[config.mk]
export PLATFORM = sky130hd
export DESIGN_NAME = obl_ram
export DESIGN_NICKNAME = d
export VERILOG_FILES = /design/src/hdl/obl_ram.sv
export SDC_FILE = /design/constraint.sdc
export NUM_CORES = 1
export LEC_CHECK = 0
export CORE_ASPECT_RATIO = 0.8
export CORE_MARGIN = 2
export CORE_UTILIZATION = 32
export DETAILED_ROUTE_END_ITERATION = 10
export DONT_BUFFER_PORTS = 1
export PLACE_DENSITY = 0.53
export SYNTH_ARGS = -nofsm -noshare
export SYNTH_HDL_FRONTEND = slang
export SYNTH_SLANG_ARGS = --single-unit
[constraint.sdc]
create_clock -name clk -period 1.74 [get_ports clk]
set_input_delay 0 -clock clk [delete_from_list [all_inputs] [get_ports clk]]
set_output_delay 0 -clock clk [all_outputs]
set_load 0.01 [all_outputs]
[src/hdl/obl_ram.sv]
module obl_ram #(
	parameter int WIDTH = 8,
	parameter int DEPTH = 16
) (
	input  logic                     clk,
	input  logic                     we,
	input  logic [$clog2(DEPTH)-1:0] waddr,
	input  logic [WIDTH-1:0]         wdata,
	input  logic [$clog2(DEPTH)-1:0] raddr,
	output logic [WIDTH-1:0]         rdata
);

	logic [WIDTH-1:0] mem_q [DEPTH];

	always_ff @(posedge clk) begin
		if (we) begin
			mem_q[waddr] <= wdata;
		end
		rdata <= mem_q[raddr];
	end

endmodule

-- Yosys cells after proc, flatten, opt, wreduce, memory -nomap -nowiden
Memory sizes are Yosys's and may differ from the RTL's. A register that Yosys moved wholly into a read port is not among the register bits.
Cells that the tools add are included.
- multiplexer cells: 2
- operators by type and width (cell ; count):
    $mux W1 ; 2
- input bits: 18
- flip-flop bits (word level): 0
- logic and storage cells: 3
- output and inout port bits: 8
- memories: 1
- memory bits (writable): 128
- memories (name ; depth ; bits a word ; rd ports ; clocked after Yosys merged registers in ; wr ports ; line ; RTL):
    mem_q ; 16 ; 8 ; 1 ; 1 ; 1 ; 13 ; logic [WIDTH-1:0] mem_q [DEPTH];

-- Longest topological paths before layout
- depth in word-level cells: 2
- gate-level depth with buffers: 5
- depth with buffers taken out: 3

-- Least setup slack after synthesis
OpenSTA, ideal clock, no wires.
- path type: input-to-reg
- start: input port waddr[2]
- end: memory mem_q[0][0], enable pin
- slack: 247 ps
- arrival time: 1110 ps
- required time: 1357 ps
- path buffers: 0
- stages on the path: 2
- setup time: 383 ps
- cell sequence: or3b_2 -> nor3_1
- RTL lines (element ; line ; RTL):
    from (decl) ; 7 ; input logic [$clog2(DEPTH)-1:0] waddr,
    to (decl) ; 13 ;
No word-level cell before the write port.

-- Worst setup path in the final report
- start: input port waddr[0]
- end: memory mem_q[4][3], enable pin
No word-level cell before the write port.

==> results.toml <==
[run_status]
status = "finished with violations"
violations = "hold timing"

[floorplanning]
die_w_um = 145.8
initial_core_util_pct = 32.68
fp-row-count = 41
pin_count = 26
die_h_um = 117.4
die_area_mm2 = 0.01712
core_area_mm2 = 0.01575

[sta]
finalCritPeriodShare_pct = 82.16
drv_slew = 0
tightest_slew_ns = 0.5962
slew_headroom_pct = 60.12
timing.fmax_mhz = 699.5
worst_clock_skew_ns = 0.009478
holdWs_ns = -0.004098
fin_setup_tns_ns = 0
rsz0062_at_grt = "false"
hold_violations = 1
finalSetupViolations = 0
period_needed_ns = 1.430

[detailed_routing]
vias = 2382
totalWireLength_um = 10820
viasPerCell = 4.774
wl_per_cell_um = 21.68
drcViolationCount = 0
ant_nets = 0
dr.pass1.iters = 4
drt_iter0_markers = 118

[final_layout]
area_growth_pct = 20.05
final_nets = 289
drive_above_1_share_pct = 25.00
stdcell_area_mm2 = 0.006180
antenna_cells = 0
final_cell_mix = "128 x edfxtp_1, 19 x buf_4, 18 x mux4_2"
final_common_cell = "edfxtp_1"

[synth]
seq_area_frac_synth_pct = 77.78
synth-seq-cells = 136
syn_area_mm2 = 0.005147
netlist_instances = 229
synth.top_cells.by_area = "edfxtp_1 75%, mux4_2 7.9%, mux4_1 7.1%"
synth_area_leader_cell = "edfxtp_1"
synth_fp_nets = 247
yosysUniqueCellTypes = 19
avgSynthCellArea_um2 = 22.48
synth_top_area_share_pct = 74.67
yosysWarnings = 0

[clock_tree]
cts_setup_buffers = 0
postCtsResizedCells = 0
ctsHoldBuffers = 14
h-tree-depth = 4
clk_pin_slew_ns = 0.06
clock-sinks = 136
cts_root_buf = "clkbuf_16"
cts_tree = "built"
cts_buffer_depth = 2
cts_buffers = 17
clk_latency_ns = 0.41

[pwr]
ir_worst_vdd_mv = 0.6037
powerDensity_mw_per_mm2 = 1175
power_leakage_nw = 2.027
swShare_pct = 22.21
p_int_w = 0.005648
p_sw_w = 0.001612
pwr-share-comb_pct = 4.2
p_clk_share_pct = 44.8
p_seq_share_pct = 51.0

[critical_path]
criticalPathCategory = "input pin to flop"
crit_start = "waddr[0]"
critPathLaunchType = "input pin"
r2r_slack_ns = 0.33
timing.rr.end = "rdata[0]$_DFF_P_"
crit_path_top_delay_cell = "dlygate4sd3_1"
cp-end-kind = "flop"
required_ns = 1.86
path_cells = "dlygate4sd3_1 -> nor3_1 -> dlygate4sd3_1 -> buf_4"
path_max_fanout = 5
r2r_start = "mem_q[5][0]$_DFFE_PP_"
endpoint = "mem_q[4][3]$_DFFE_PP_"
rr_worst_depth = 3
worst_path_most_repeated_cell = "dlygate4sd3_1"
arrival_ns = 1.55
critPathMaxStageDelay_ns = 0.60

[placement]
io_buffers = 0
hpwl_um = 6472
place_area_mm2 = 0.005473
gp_congestion = 0.6803

[min_path]
min_path_type = "input pin to flop"
holdCritStartpoint = "raddr[0]"

[global_route]
grt_pass1_vias = 2586
grt_overflow_total = 0
grt_max_degree = 32
grt_pass1_wl_um = 16160
antenna_found_initial = 0
grt_usage_pct = 13.32

[job]
cap_viol_max_count = 0
-- cell usage after synthesis --
library cell     instances
buf_4                    1
mux4_1                  14
nand2b_1                 2
nand2_1                  9
and2b_1                  1
nor3_1                   4
or3b_2                   1
mux4_2                  18
edfxtp_1               128
buf_2                    3
nand3_1                  1
dfxtp_1                  8
nor2_1                  13
and2_1                   1
buf_6                    3
nand3b_1                 2
nor2b_1                  1
a22oi_1                 16
clkdlybuf4s25_2          3
-- metrics by stage --
stage          setup WS (ns)  hold slack (ns)  util (%)  std cells  total power [W]
2_1_floorplan         0.2471          0.09887         -        229         0.003942
3_3_place_gp          0.3728           0.1003     34.75        453         0.003972
3_5_place_dp          0.3209           0.1005     34.75        453         0.003978
4_1_cts               0.3119         0.001080     39.24        499         0.007347
5_1_grt               0.2497         0.002719     39.24        499         0.007490
6_report              0.3105        -0.004098     39.24        499         0.007260
-- routing by layer --
metal | wire, um | global-route usage, % | up-vias
met5 | 0 | 0 | -
met4 | 164 | 6.066 | 0
li1 | - | - | 1060
met2 | 5267 | 21.29 | 51
met3 | 544 | 2.840 | 14
met1 | 4839 | 17.56 | 1257
-- power groups by stage --
stage / combinational (W) / sequential, W / clock (W)
finish: 0.000308 / 0.00370 / 0.00325
global route: 0.000331 / 0.00371 / 0.00345
CTS: 0.000315 / 0.00370 / 0.00333
detailed placement: 0.000206 / 0.00377 / 0
global placement: 0.000204 / 0.00377 / 0
floorplan: 0.000186 / 0.00376 / 0
-- cell type report --
class | count | area [um2]
Fill cell | 1404 | 9569
Sequential cell | 136 | 4004
Multi-Input combinational cell | 83 | 1057
Clock buffer | 17 | 425.4
Timing Repair Buffer | 33 | 302.8
Tap cell | 215 | 269.0
Clock inverter | 15 | 121.4
-- worst min-delay path by stage --
stage	to	slack, ns	cells past startpoint
floorplan	mem_q[0][0]$_DFFE_PP_	0.1	0
global placement	mem_q[6][2]$_DFFE_PP_	0.10	0
detailed placement	mem_q[14][5]$_DFFE_PP_	0.10	0
CTS	rdata[7]$_DFF_P_	0.001	3
global route	rdata[1]$_DFF_P_	0.003	3
finish	rdata[1]$_DFF_P_	-0.004	3
-- logic make-up (layout without fill, tap and decap cells) --
kind of cell	count (synthesis)	in the layout	synth area share, %
simple gates	35	35	3.184
compound gates	16	16	2.334
mux	32	32	15.02
buf+inv	10	65	1.677
flops	136	136	77.78
-- flip-flops by register name, indices dropped and copies added (netlist names) --
signal	cells
mem_q	128
rdata	8
-- critical path: cells and delay by family --
kind / cells / cell delay [ns]
buffers and inverters: 3 / 1.36
and+or+nand+nor: 1 / 0.18
No activity file was read; power rests on OpenSTA's default activity.
